### config.mk
export PLATFORM = sky130hd
export DESIGN_NAME = delta_list_task_scheduler
export DESIGN_NICKNAME = d
export VERILOG_FILES = /design/src/design/dlts_pkg.sv /design/src/design/dlts_ctrl.sv /design/src/design/dlts_dp.sv /design/src/design/delta_list_task_scheduler.sv
export SDC_FILE = /design/constraint.sdc
export NUM_CORES = 2
export LEC_CHECK = 0
export ABC_AREA = 0
export BUFFER_PORTS_ARGS = -buffer_cell sky130_fd_sc_hd__buf_4
export CORE_MARGIN = 3
export CORE_UTILIZATION = 59
export CTS_CLUSTER_SIZE = 20
export DETAILED_ROUTE_END_ITERATION = 16
export GPL_TIMING_DRIVEN = 0
export PLACE_DENSITY = 0.88
export SYNTH_ARGS = -nofsm -noshare
export SYNTH_HDL_FRONTEND = slang
export SYNTH_SLANG_ARGS = --single-unit
### constraint.sdc
create_clock -name clk -period 7.55 [get_ports clk]
set_input_delay 1.51 -clock clk [delete_from_list [all_inputs] [get_ports clk]]
set_output_delay 1.51 -clock clk [all_outputs]
set_load 0.005 [all_outputs]
### src/design/dlts_pkg.sv
// Package with types, codes and helpers shared by the delta-list task scheduler.
`default_nettype none
package dlts_pkg;

  localparam int DEFAULT_MAX_TASKS = 16;
  localparam int DW = 29;
  localparam logic [31:0] TICK_RECIP = 32'hCCCCCCCD;
  localparam int TICK_SHIFT = 35;

  typedef enum logic [1:0] {
    CMD_ADD      = 2'd0,
    CMD_TICK     = 2'd1,
    CMD_DISPATCH = 2'd2,
    CMD_DELETE   = 2'd3
  } cmd_e_t;

  typedef enum logic [1:0] {
    ST_OK        = 2'd0,
    ST_FULL      = 2'd1,
    ST_NOT_FOUND = 2'd2,
    ST_NONE_DUE  = 2'd3
  } status_e_t;

  typedef struct packed {
    cmd_e_t      command;
    logic [7:0]  task_id;
    logic [31:0] delay_ms;
    logic [31:0] period_ms;
  } req_t;

  typedef struct packed {
    logic        run_valid;
    logic [7:0]  run_task_id;
    status_e_t   status;
    logic [4:0]  task_count;
  } rsp_t;

  typedef enum logic [3:0] {
    S_IDLE, S_ADD_DIV, S_ADD_WR, S_L_RD, S_L_CHK, S_L_W2, S_T_RD, S_T_CHK,
    S_D_RD, S_D_CHK, S_X_RD, S_X_CHK, S_X_RD2, S_X_SUM, S_X_UNL, S_FIN
  } state_t;

  typedef enum logic [3:0] {
    OP_NONE, OP_LATCH, OP_DIV, OP_ADDWR, OP_STEPADD, OP_LW1, OP_LW2, OP_TICK,
    OP_DISP, OP_XFOUND, OP_XSTEP, OP_RDNX, OP_XSUM, OP_XUNL, OP_FIN
  } dp_op_t;

  typedef struct packed {
    logic full;
    logic empty;
    logic walk_more;
    logic in_list;
    logic last_more;
    logic found;
    logic delta_zero;
    logic period_nz;
  } dp_stat_t;

  // Exact division of a 32-bit value by ten through its reciprocal.
  function automatic logic [DW-1:0] div_tick(input logic [31:0] x);
    logic [63:0] p;
    p = 64'(x) * 64'(TICK_RECIP);
    return p[63:TICK_SHIFT];
  endfunction

endpackage
`default_nettype wire

### src/design/dlts_ctrl.sv
// Controller state machine that sequences the scheduler commands.
`default_nettype none
module dlts_ctrl (
  input  wire logic              clk,
  input  wire logic              rst,
  input  wire logic              start,
  input  wire dlts_pkg::cmd_e_t  command,
  input  wire dlts_pkg::dp_stat_t stat,
  output dlts_pkg::dp_op_t       op,
  output logic                   busy
);
  import dlts_pkg::*;

  state_t state, state_next;

  always_ff @(posedge clk) begin
    if (rst) begin
      state <= S_IDLE;
    end else begin
      state <= state_next;
    end
  end

  always_comb begin
    state_next = state;
    unique case (state)
      S_IDLE: begin
        if (start) begin
          unique case (command)
            CMD_ADD:      state_next = stat.full ? S_FIN : S_ADD_DIV;
            CMD_TICK:     state_next = stat.empty ? S_FIN : S_T_RD;
            CMD_DISPATCH: state_next = stat.empty ? S_FIN : S_D_RD;
            CMD_DELETE:   state_next = stat.empty ? S_FIN : S_X_RD;
            default:      state_next = S_FIN;
          endcase
        end
      end
      S_ADD_DIV: state_next = S_ADD_WR;
      S_ADD_WR:  state_next = S_L_RD;
      S_L_RD:    state_next = S_L_CHK;
      S_L_CHK:   state_next = stat.walk_more ? S_L_RD : S_L_W2;
      S_L_W2:    state_next = S_FIN;
      S_T_RD:    state_next = S_T_CHK;
      S_T_CHK:   state_next = S_FIN;
      S_D_RD:    state_next = S_D_CHK;
      S_D_CHK:   state_next = (stat.delta_zero && stat.period_nz) ? S_L_RD : S_FIN;
      S_X_RD:    state_next = S_X_CHK;
      S_X_CHK: begin
        if (stat.found) begin
          state_next = stat.last_more ? S_X_RD2 : S_X_UNL;
        end else begin
          state_next = stat.last_more ? S_X_RD : S_FIN;
        end
      end
      S_X_RD2:   state_next = S_X_SUM;
      S_X_SUM:   state_next = S_X_UNL;
      S_X_UNL:   state_next = S_FIN;
      S_FIN:     state_next = S_IDLE;
      default:   state_next = S_IDLE;
    endcase
  end

  always_comb begin
    op = OP_NONE;
    unique case (state)
      S_IDLE:    op = start ? OP_LATCH : OP_NONE;
      S_ADD_DIV: op = OP_DIV;
      S_ADD_WR:  op = OP_ADDWR;
      S_L_CHK:   op = stat.walk_more ? OP_STEPADD : OP_LW1;
      S_L_W2:    op = OP_LW2;
      S_T_CHK:   op = OP_TICK;
      S_D_CHK:   op = stat.delta_zero ? OP_DISP : OP_NONE;
      S_X_CHK:   op = stat.found ? OP_XFOUND : OP_XSTEP;
      S_X_RD2:   op = OP_RDNX;
      S_X_SUM:   op = OP_XSUM;
      S_X_UNL:   op = OP_XUNL;
      S_FIN:     op = OP_FIN;
      default:   op = OP_NONE;
    endcase
  end

  assign busy = (state != S_IDLE);

endmodule
`default_nettype wire

### src/design/dlts_dp.sv
// Datapath with the slot memories, list pointers, free map and result registers.
`default_nettype none
module dlts_dp #(
  parameter int MAX_TASKS = dlts_pkg::DEFAULT_MAX_TASKS
) (
  input  wire logic               clk,
  input  wire logic               rst,
  input  wire dlts_pkg::dp_op_t   op,
  input  wire dlts_pkg::req_t     request,
  output dlts_pkg::dp_stat_t      stat,
  output dlts_pkg::rsp_t          result,
  output logic                    done
);
  import dlts_pkg::*;

  localparam int IW = (MAX_TASKS > 1) ? $clog2(MAX_TASKS) : 1;
  localparam int CW = $clog2(MAX_TASKS + 1);

  logic [7:0]    task_mem   [MAX_TASKS];
  logic [DW-1:0] delta_mem  [MAX_TASKS];
  logic [DW-1:0] period_mem [MAX_TASKS];
  logic [IW-1:0] next_mem   [MAX_TASKS];

  logic [7:0]    rd_task;
  logic [DW-1:0] rd_delta, rd_period;
  logic [IW-1:0] rd_next, rd_addr;

  logic [IW-1:0] head, cur, prev, nx, s, first_free;
  logic [CW-1:0] n, count;
  logic          pv;
  logic [MAX_TASKS-1:0] free_map;
  logic [DW-1:0] d, per, cur_delta;
  logic [7:0]    id_r;
  logic [31:0]   delay_r, period_r;
  status_e_t     status_r;
  logic          run_valid_r;
  logic [7:0]    run_id_r;
  logic          done_r;

  logic          delta_we, next_we;
  logic [IW-1:0] delta_wa, next_wa;
  logic [DW-1:0] delta_wd;
  logic [IW-1:0] next_wd;
  logic [DW:0]   sum;

  assign rd_addr = (op == OP_RDNX) ? nx : cur;

  always_comb begin
    first_free = '0;
    for (int i = MAX_TASKS - 1; i >= 0; i--) begin
      if (free_map[i]) first_free = IW'(i);
    end
  end

  assign stat.full       = (free_map == '0);
  assign stat.empty      = (count == '0);
  assign stat.in_list    = (n < count);
  assign stat.walk_more  = (n < count) && (d >= rd_delta);
  assign stat.last_more  = ({1'b0, n} + (CW+1)'(1)) < {1'b0, count};
  assign stat.found      = (rd_task == id_r);
  assign stat.delta_zero = (rd_delta == '0);
  assign stat.period_nz  = (rd_period != '0);

  assign sum = {1'b0, rd_delta} + {1'b0, cur_delta};

  always_comb begin
    delta_we = 1'b0;
    delta_wa = s;
    delta_wd = d;
    next_we  = 1'b0;
    next_wa  = s;
    next_wd  = '0;
    case (op)
      OP_LW1: begin
        delta_we = 1'b1;
        next_we  = 1'b1;
        next_wd  = stat.in_list ? cur : '0;
      end
      OP_LW2: begin
        delta_we = stat.in_list;
        delta_wa = cur;
        delta_wd = cur_delta - d;
        next_we  = pv;
        next_wa  = prev;
        next_wd  = s;
      end
      OP_TICK: begin
        delta_we = !stat.delta_zero;
        delta_wa = cur;
        delta_wd = rd_delta - DW'(1);
      end
      OP_XSUM: begin
        delta_we = 1'b1;
        delta_wa = nx;
        delta_wd = sum[DW] ? {DW{1'b1}} : sum[DW-1:0];
      end
      OP_XUNL: begin
        next_we = pv;
        next_wa = prev;
        next_wd = nx;
      end
      default: ;
    endcase
  end

  always_ff @(posedge clk) begin
    if (delta_we) delta_mem[delta_wa] <= delta_wd;
    if (next_we) next_mem[next_wa] <= next_wd;
    if (op == OP_ADDWR) begin
      task_mem[s]   <= id_r;
      period_mem[s] <= per;
    end
    rd_task   <= task_mem[rd_addr];
    rd_delta  <= delta_mem[rd_addr];
    rd_period <= period_mem[rd_addr];
    rd_next   <= next_mem[rd_addr];
  end

  always_ff @(posedge clk) begin
    if (rst) begin
      head     <= '0;
      count    <= '0;
      free_map <= '1;
      done_r   <= 1'b0;
    end else begin
      done_r <= (op == OP_FIN);
      case (op)
        OP_LATCH: begin
          if (request.command == CMD_ADD && !stat.full) begin
            free_map[first_free] <= 1'b0;
          end
        end
        OP_LW2:  count <= count + CW'(1);
        OP_DISP: begin
          head  <= rd_next;
          count <= count - CW'(1);
          if (rd_period == '0) free_map[cur] <= 1'b1;
        end
        OP_XUNL: begin
          if (!pv) head <= nx;
          free_map[cur] <= 1'b1;
          count <= count - CW'(1);
        end
        default: ;
      endcase
      if (op == OP_LW2 && !pv) head <= s;
    end
  end

  always_ff @(posedge clk) begin
    case (op)
      OP_LATCH: begin
        id_r        <= request.task_id;
        delay_r     <= request.delay_ms;
        period_r    <= request.period_ms;
        cur         <= head;
        n           <= '0;
        pv          <= 1'b0;
        s           <= first_free;
        run_valid_r <= 1'b0;
        run_id_r    <= '0;
        case (request.command)
          CMD_ADD:      status_r <= stat.full ? ST_FULL : ST_OK;
          CMD_TICK:     status_r <= stat.empty ? ST_NONE_DUE : ST_OK;
          CMD_DISPATCH: status_r <= ST_NONE_DUE;
          default:      status_r <= ST_NOT_FOUND;
        endcase
      end
      OP_DIV: begin
        d   <= div_tick(delay_r);
        per <= div_tick(period_r);
      end
      OP_STEPADD: begin
        d    <= d - rd_delta;
        prev <= cur;
        pv   <= 1'b1;
        cur  <= rd_next;
        n    <= n + CW'(1);
      end
      OP_LW1: cur_delta <= rd_delta;
      OP_DISP: begin
        run_valid_r <= 1'b1;
        run_id_r    <= rd_task;
        status_r    <= ST_OK;
        cur         <= rd_next;
        n           <= '0;
        pv          <= 1'b0;
        s           <= cur;
        d           <= rd_period;
      end
      OP_XFOUND: begin
        nx        <= rd_next;
        cur_delta <= rd_delta;
      end
      OP_XSTEP: begin
        prev <= cur;
        pv   <= 1'b1;
        cur  <= rd_next;
        n    <= n + CW'(1);
      end
      OP_XUNL: status_r <= ST_OK;
      default: ;
    endcase
  end

  assign result.run_valid   = run_valid_r;
  assign result.run_task_id = run_id_r;
  assign result.status      = status_r;
  assign result.task_count  = 5'(count);
  assign done = done_r;

`ifndef ASSERT_OFF
  a_count_range: assert property (@(posedge clk) disable iff (rst)
    count <= CW'(MAX_TASKS))
    else $error("Pending count exceeds the table size.");

  a_count_step: assert property (@(posedge clk) disable iff (rst)
    (count != $past(count)) |-> (count == $past(count) + CW'(1) ||
                                 count == $past(count) - CW'(1)))
    else $error("Pending count moved by more than one.");

  a_done_pulse: assert property (@(posedge clk) disable iff (rst)
    done_r |=> !done_r)
    else $error("Result strobe lasted more than one cycle.");

  a_run_ok: assert property (@(posedge clk) disable iff (rst)
    (done_r && run_valid_r) |-> (status_r == ST_OK))
    else $error("Dispatched task reported with a failing status.");
`endif

endmodule
`default_nettype wire

### src/design/delta_list_task_scheduler.sv
// Top level of the delta-list task scheduler: controller plus datapath.
// Add divides the delay and period by ten, writes the free slot, walks the list and links the entry in.
// Tick decrements the head delta if it is not zero; a dispatch of a due periodic task re-adds it.
// Delete walks to the match and adds its delta into its successor, if any, before unlinking it.
// The walk reads one slot at a time; an empty list or a full table sends a command straight to the finish.
// Synchronous reset empties the list at once; the result strobe cannot be stalled.
`default_nettype none
module delta_list_task_scheduler #(
  parameter int MAX_TASKS = dlts_pkg::DEFAULT_MAX_TASKS
) (
  input  wire logic           clk,
  input  wire logic           rst,
  input  wire logic           start,
  input  wire dlts_pkg::req_t request,
  output logic                busy,
  output logic                done,
  output dlts_pkg::rsp_t      result
);
  import dlts_pkg::*;

  dp_op_t   op;
  dp_stat_t stat;

  dlts_ctrl u_ctrl (
    .clk     (clk),
    .rst     (rst),
    .start   (start),
    .command (request.command),
    .stat    (stat),
    .op      (op),
    .busy    (busy)
  );

  dlts_dp #(
    .MAX_TASKS (MAX_TASKS)
  ) u_dp (
    .clk     (clk),
    .rst     (rst),
    .op      (op),
    .request (request),
    .stat    (stat),
    .result  (result),
    .done    (done)
  );

endmodule
`default_nettype wire
# Yosys cells after proc, flatten, opt, wreduce, memory -nomap -nowiden
# Memories as Yosys holds them, arrays and structs flattened. A register that Yosys moved wholly into a read port is not among the register bits.
# Index checks and enable logic that the tools add are counted.
[op_classes]
mul = 2
n_mux = 70
reduce_logical = 36
n_addsub = 8
eq_ne = 37
bitwise = 3
n_lt_le_gt_ge = 7
[op_table]
columns = ["op", "count"]
rows = [
  ["$pmux 29 s3", 2],
  ["$mul 32x32->64 const B", 2],
  ["$mux 4", 27],
  ["$eq 4x4->1 const B", 15],
  ["$logic_not 29->1", 2],
  ["$sub 29x29->29", 2],
  ["$pmux 4 s14", 1],
  ["$pmux 16 s3", 1],
  ["$pmux 4 s12", 1],
  ["$eq 4x3->1 const B", 8],
  ["$mux 16", 2],
  ["$pmux 4 s2", 4],
  ["$add 29x29->30", 1],
  ["$ge 29x29->1", 1],
  ["$mux 29", 1],
  ["$reduce_bool 29->1", 1],
  ["$sub 29x1->29 const B", 1],
  ["$pmux 5 s2", 2],
  ["$and 16x16->16", 1],
  ["$eq 4x2->1 const B", 4],
  ["$logic_not 16->1", 1],
  ["$not 16->16", 1],
  ["$or 16x16->16", 1],
  ["$pmux 4 s4", 1],
  ["36 further kinds", 80],
]
[word_totals]
reg_bits = 222
memories = 4
elab_cells = 187
ram_bits = 1120
in_bits = 77
[memory_table]
columns = ["name", "depth", "width", "read_ports", "rd_ports_with_merged_regs", "write_ports", "line", "rtl"]
rows = [
  ["u_dp.delta_mem", 16, 29, 1, 1, 1, "dlts_dp.sv:20", "logic [DW-1:0] delta_mem [MAX_TASKS];"],
  ["u_dp.period_mem", 16, 29, 1, 1, 1, "dlts_dp.sv:21", "logic [DW-1:0] period_mem [MAX_TASKS];"],
  ["u_dp.task_mem", 16, 8, 1, 1, 1, "dlts_dp.sv:19", "logic [7:0] task_mem [MAX_TASKS];"],
  ["u_dp.next_mem", 16, 4, 1, 1, 1, "dlts_dp.sv:22", "logic [IW-1:0] next_mem [MAX_TASKS];"],
]

# Logic depth before layout (Yosys ltp)
[depth]
word_depth = 24
depth_mapped = 27
ltp_nobuf = 26

# Cells and area by module
# Synthesis repeated with hierarchy kept, for this count alone.
[hier_totals]
cells_unflattened = 6776
area_unflattened_um2 = 91626.6
[by_module_without_submodules]
columns = ["mod", "n_inst", "cells_per_inst", "seq_area_each_um2", "area_each_um2"]
rows = [
  ["dlts_dp", 1, 6708, 41319.6, 91136.2],
  ["dlts_ctrl", 1, 68, 80.1, 490.5],
]

# Worst setup path before layout
# Ideal clock, no wire load.
[synth_timing]
kind = "register to register"
start = "reg u_dp.delay_r[9]"
end = "reg u_dp.d[19] (data pin)"
path_slack_ps = 374
synth_period_minus_slack_ps = 7176
path_stages_with_launch = 25
setup_ps = 261
path_buffers = 1
t_arrival_ps = 6915
t_required_ps = 7289
path_cell_list = "edfxtp_1 ha_1 clkbuf_1 xor2_1 ha_1 a21o_1 fa_1 inv_1 fa_1 inv_1 fa_1 fa_1 fa_1 fa_1 ha_1 nand3_1 or3b_2 o2111ai_1 o211ai_2 a31oi_1 a21o_1 a31oi_4 o21bai_2 xor2_1 a221o_1"
[synth_between]
elab_chain_cells = 2
[synth_rtl]
columns = ["item", "line", "rtl"]
rows = [
  ["start, declared", "dlts_dp.sv:34", "logic [31:0] delay_r, period_r;"],
  ["start signal, assigned", "dlts_dp.sv:154", "delay_r <= request.delay_ms;"],
  ["$mul 32x32->64", "dlts_pkg.sv:62", "p = 64'(x) * 64'(TICK_RECIP);"],
  ["$pmux 29 s3", "dlts_dp.sv:151", "case (op)"],
  ["end signal, assigned", "dlts_dp.sv:170", "d <= div_tick(delay_r);"],
  ["end signal, assigned", "dlts_dp.sv:174", "d <= d - rd_delta;"],
  ["end signal, assigned", "dlts_dp.sv:189", "d <= rd_period;"],
  ["end, declared", "dlts_dp.sv:32", "logic [DW-1:0] d, per, cur_delta;"],
]
# Every way passes these cells.
# A chain may end at the register's enable or synchronous reset.

# Worst setup path after layout
[layout_timing]
start = "reg u_dp.period_r[5]"
end = "reg u_dp.per[22] (data pin)"
[layout_between]
elab_chain_cells = 1
[layout_rtl]
columns = ["item", "line", "rtl"]
rows = [
  ["start, declared", "dlts_dp.sv:34", ""],
  ["start signal, assigned", "dlts_dp.sv:155", "period_r <= request.period_ms;"],
  ["$mul 32x32->64", "dlts_pkg.sv:62", ""],
  ["end signal, assigned", "dlts_dp.sv:171", "per <= div_tick(period_r);"],
  ["end, declared", "dlts_dp.sv:32", ""],
]
# Every way passes these cells.

==> metrics.cfg <==
[outcome]
outcome = finished, violations left
violations = setup timing

[clocking]
clkTransAtPathRegs_ps = 70
cts_tree = built
clk_latency_ps = 800
cts_max_level = 4
clock-root-buffer = clkbuf_16
clock_sinks = 1412
clk_path_buf_depth = 3
cts_buffers = 141
cts_hold_buf = 0

[synth]
synth_top_family_by_area = adder cells
muxShareOfSynthArea_pct = 7.09
synth-compound-area-share_pct = 6.68
ys_async_sr_fraction_pct = 0
yosysSeqAreaShare_pct = 45.3
synth-simple-area-share_pct = 4.71
synth-adder-area-share_pct = 28.3
synthXorXnorAreaFrac_pct = 2.07
ys_seq_elements = 1412
synth_flop_cell = edfxtp_1
syn_avg_cell_area_sq_um = 13.6
syn_area_sq_um = 91400
yosys_warnings = 0
yosysUniqueCellTypes = 88
syn-num-nets = 8380
synth-edff-count = 1312
synth_cells = 6717

[cells_and_area]
fillCellCount = 9813
multi_input_area_sq_um = 46800
layout.area.seq_sq_um = 41400
fin_area_sq_um = 104000
layout_commonest_cell = edfxtp_1
nets = 8912
layout.cells.non_filler = 9400
area.growth.synth_to_final_pct = 14.0
drive_above_1_share_pct = 16.7
final_cell_mix = 1312 x edfxtp_1, 1210 x inv_1, 781 x fa_1, 685 x ha_1, 336 x buf_4

[die]
io_pins = 95
fp-row-count = 143
die_h_um = 400
dieWidth_um = 400
die-area_sq_um = 160000
start_util_pct = 59.8
core_sq_um = 153000

[placement]
place_area_sq_um = 95700
dp.cells = 8886
dp_hpwl_um = 189000
finalWeightedCongestion = 1.02
post-place-ws_ps = -1180
place.port_buffers = 94

[global_route]
antenna_found_initial = 9
grt_max_degree = 65
grtUsageTotal_pct = 33.7
grt_pass1_wl_um = 393000
grt_pass1_vias = 62100
gr-total-overflow = 0

[critical_path]
cp.arrival_ps = 8270
reg2reg_setup_slack_ps = -200
reg2reg_depth = 24
r2r_end = u_dp.per[22]$_DFFE_PP_
crit_path_start_kind = flip-flop
r2r_start = u_dp.period_r[5]$_DFFE_PP_
required_ps = 8060
end_kind = flip-flop
cp_max_fo = 5
crit_type = flip-flop to flip-flop

[min_path]
hold_start = u_dp.cur[3]$_DFFE_PP_
holdPathStages = 0
holdPathEnd = u_dp.prev[3]$_DFFE_PP_
hold_path_class = flip-flop to flip-flop

[sta]
rsz0062_at_grt = yes
slew-limit-headroom_pct = 1.99
setup_ws_ps = -202
skew_ps = 34.3
post-route-period-util_pct = 103
worst_pin_slew_ps = 1460
setup_viol = 4
layout_min_cycle_time_ps = 7750
slew_violations = 0
fmax_mhz = 129
hold_viol_final = 0

[drt]
initialDrtViolationCount = 7735
num_vias = 60100
wl_um = 268000
dr.pass1.iters = 9
ant_nets = 0
wl_per_cell_um = 28.5
vias_per_cell = 6.40
drc = 0

[job]
maxCapViolCount = 0

-- how the worst max path moves through the flow --
stage	to	from	slack, ps	cells past startpoint
floorplan	u_dp.d[19]$_DFFE_PP_	u_dp.delay_r[9]$_DFFE_PP_	370	24
global placement	u_dp.per[27]$_DFFE_PP_	u_dp.period_r[16]$_DFFE_PP_	-1140	22
detailed placement	u_dp.per[26]$_DFFE_PP_	u_dp.period_r[16]$_DFFE_PP_	-1180	23
CTS	u_dp.per[26]$_DFFE_PP_	u_dp.period_r[13]$_DFFE_PP_	-110	24
global route	u_dp.per[26]$_DFFE_PP_	u_dp.period_r[10]$_DFFE_PP_	-260	25
finish	u_dp.per[22]$_DFFE_PP_	u_dp.period_r[5]$_DFFE_PP_	-200	24
-- timing repair --
action	CTS	global route
resized for setup	178	191
setup buffers	134	115
cloned	0	0
pin swaps	56	123
setup endpoints to repair	46	34
-- through the flow --
stage	hold slack [ps]	setup TNS (ps)	util, %
floorplan	424	0	-
global placement	459	-21400	61.9
detailed placement	435	-23760	62.6
CTS	462	-108	66.9
global route	495	-1650	68.1
finish	493	-574	68.1
-- routing by layer --
layer	track usage, %	vias to the layer above	part of all wire, %
met3	8.11	1025	10
met1	42.6	30200	35
met4	17.2	10	6.5
li1	-	24700	-
met2	54.4	4149	48
met5	0	-	0.026
-- critical path: stages, from the launching register on --
cell,delay [ps]
edfxtp_1,530
buf_4,200
ha_2,360
fa_1,570
inv_1,80
fa_1,510
inv_1,50
fa_2,470
fa_1,640
fa_2,470
fa_1,510
fa_2,480
ha_4,210
a211oi_2,260
o211ai_1,180
a211oi_4,220
o2111ai_4,180
o21ai_4,270
buf_4,170
nand2_4,60
a221o_1,360
a21oi_2,220
a2bb2oi_2,190
o21ai_1,90
xor2_1,170
-- cells in the mapped netlist, drive strengths merged (16+ instances only) --
cell | n | area (sq um)
a211oi | 101 | 768
a21o | 118 | 886
a21oi | 199 | 1000
a221o | 21 | 210
a221oi | 16 | 159
a22oi | 31 | 233
a31oi | 99 | 634
and2 | 107 | 669
and3 | 30 | 188
buf | 44 | 209
clkbuf | 124 | 465
dfxtp | 100 | 2000
edfxtp | 1312 | 39400
fa | 805 | 16100
ha | 781 | 9770
inv | 1245 | 4670
mux4 | 280 | 6310
nand2 | 288 | 1080
nand2b | 28 | 183
nand3 | 58 | 290
nand4 | 27 | 169
nor2 | 195 | 734
nor2b | 34 | 213
nor3 | 45 | 230
nor4 | 21 | 174
o211ai | 20 | 155
o21a | 24 | 180
o21ai | 149 | 746
o21bai | 45 | 345
xnor2 | 124 | 1090
xor2 | 92 | 806
-- area by class of cell --
type / count / area share, %
antenna: 3 / 0.00720
inverter: 1245 / 4.55
timing repair buffer: 395 / 3.33
clock inverter: 77 / 0.786
multi-input combinational: 3892 / 44.9
sequential: 1412 / 39.7
tap: 2030 / 2.44
buffer: 162 / 0.643
clock buffer: 184 / 3.68
-- state kept, by name, indices dropped and copies added (netlist names), 8 cells and up --
| signal | cells |
|---|---|
| u_dp.delta_mem | 464 |
| u_dp.period_mem | 464 |
| u_dp.task_mem | 128 |
| u_dp.next_mem | 64 |
| u_dp.delay_r | 32 |
| u_dp.period_r | 32 |
| u_dp.cur_delta | 29 |
| u_dp.d | 29 |
| u_dp.per | 29 |
| u_dp.rd_delta | 29 |
| u_dp.rd_period | 29 |
| u_dp.free_map | 16 |
| u_dp.id_r | 8 |
| u_dp.rd_task | 8 |
| u_dp.run_id_r | 8 |
-- kinds of logic after synthesis --
| logic type | after synthesis |
|---|---|
| flops | 1412 |
| buf+inv | 1413 |
| fa+ha+maj | 1586 |
| xor+xnor | 216 |
| compound gates | 913 |
| simple gates | 880 |
| mux | 297 |
Power is not shown: default switching activity piles up to over one toggle a cycle in this logic, so the estimate is an artifact.
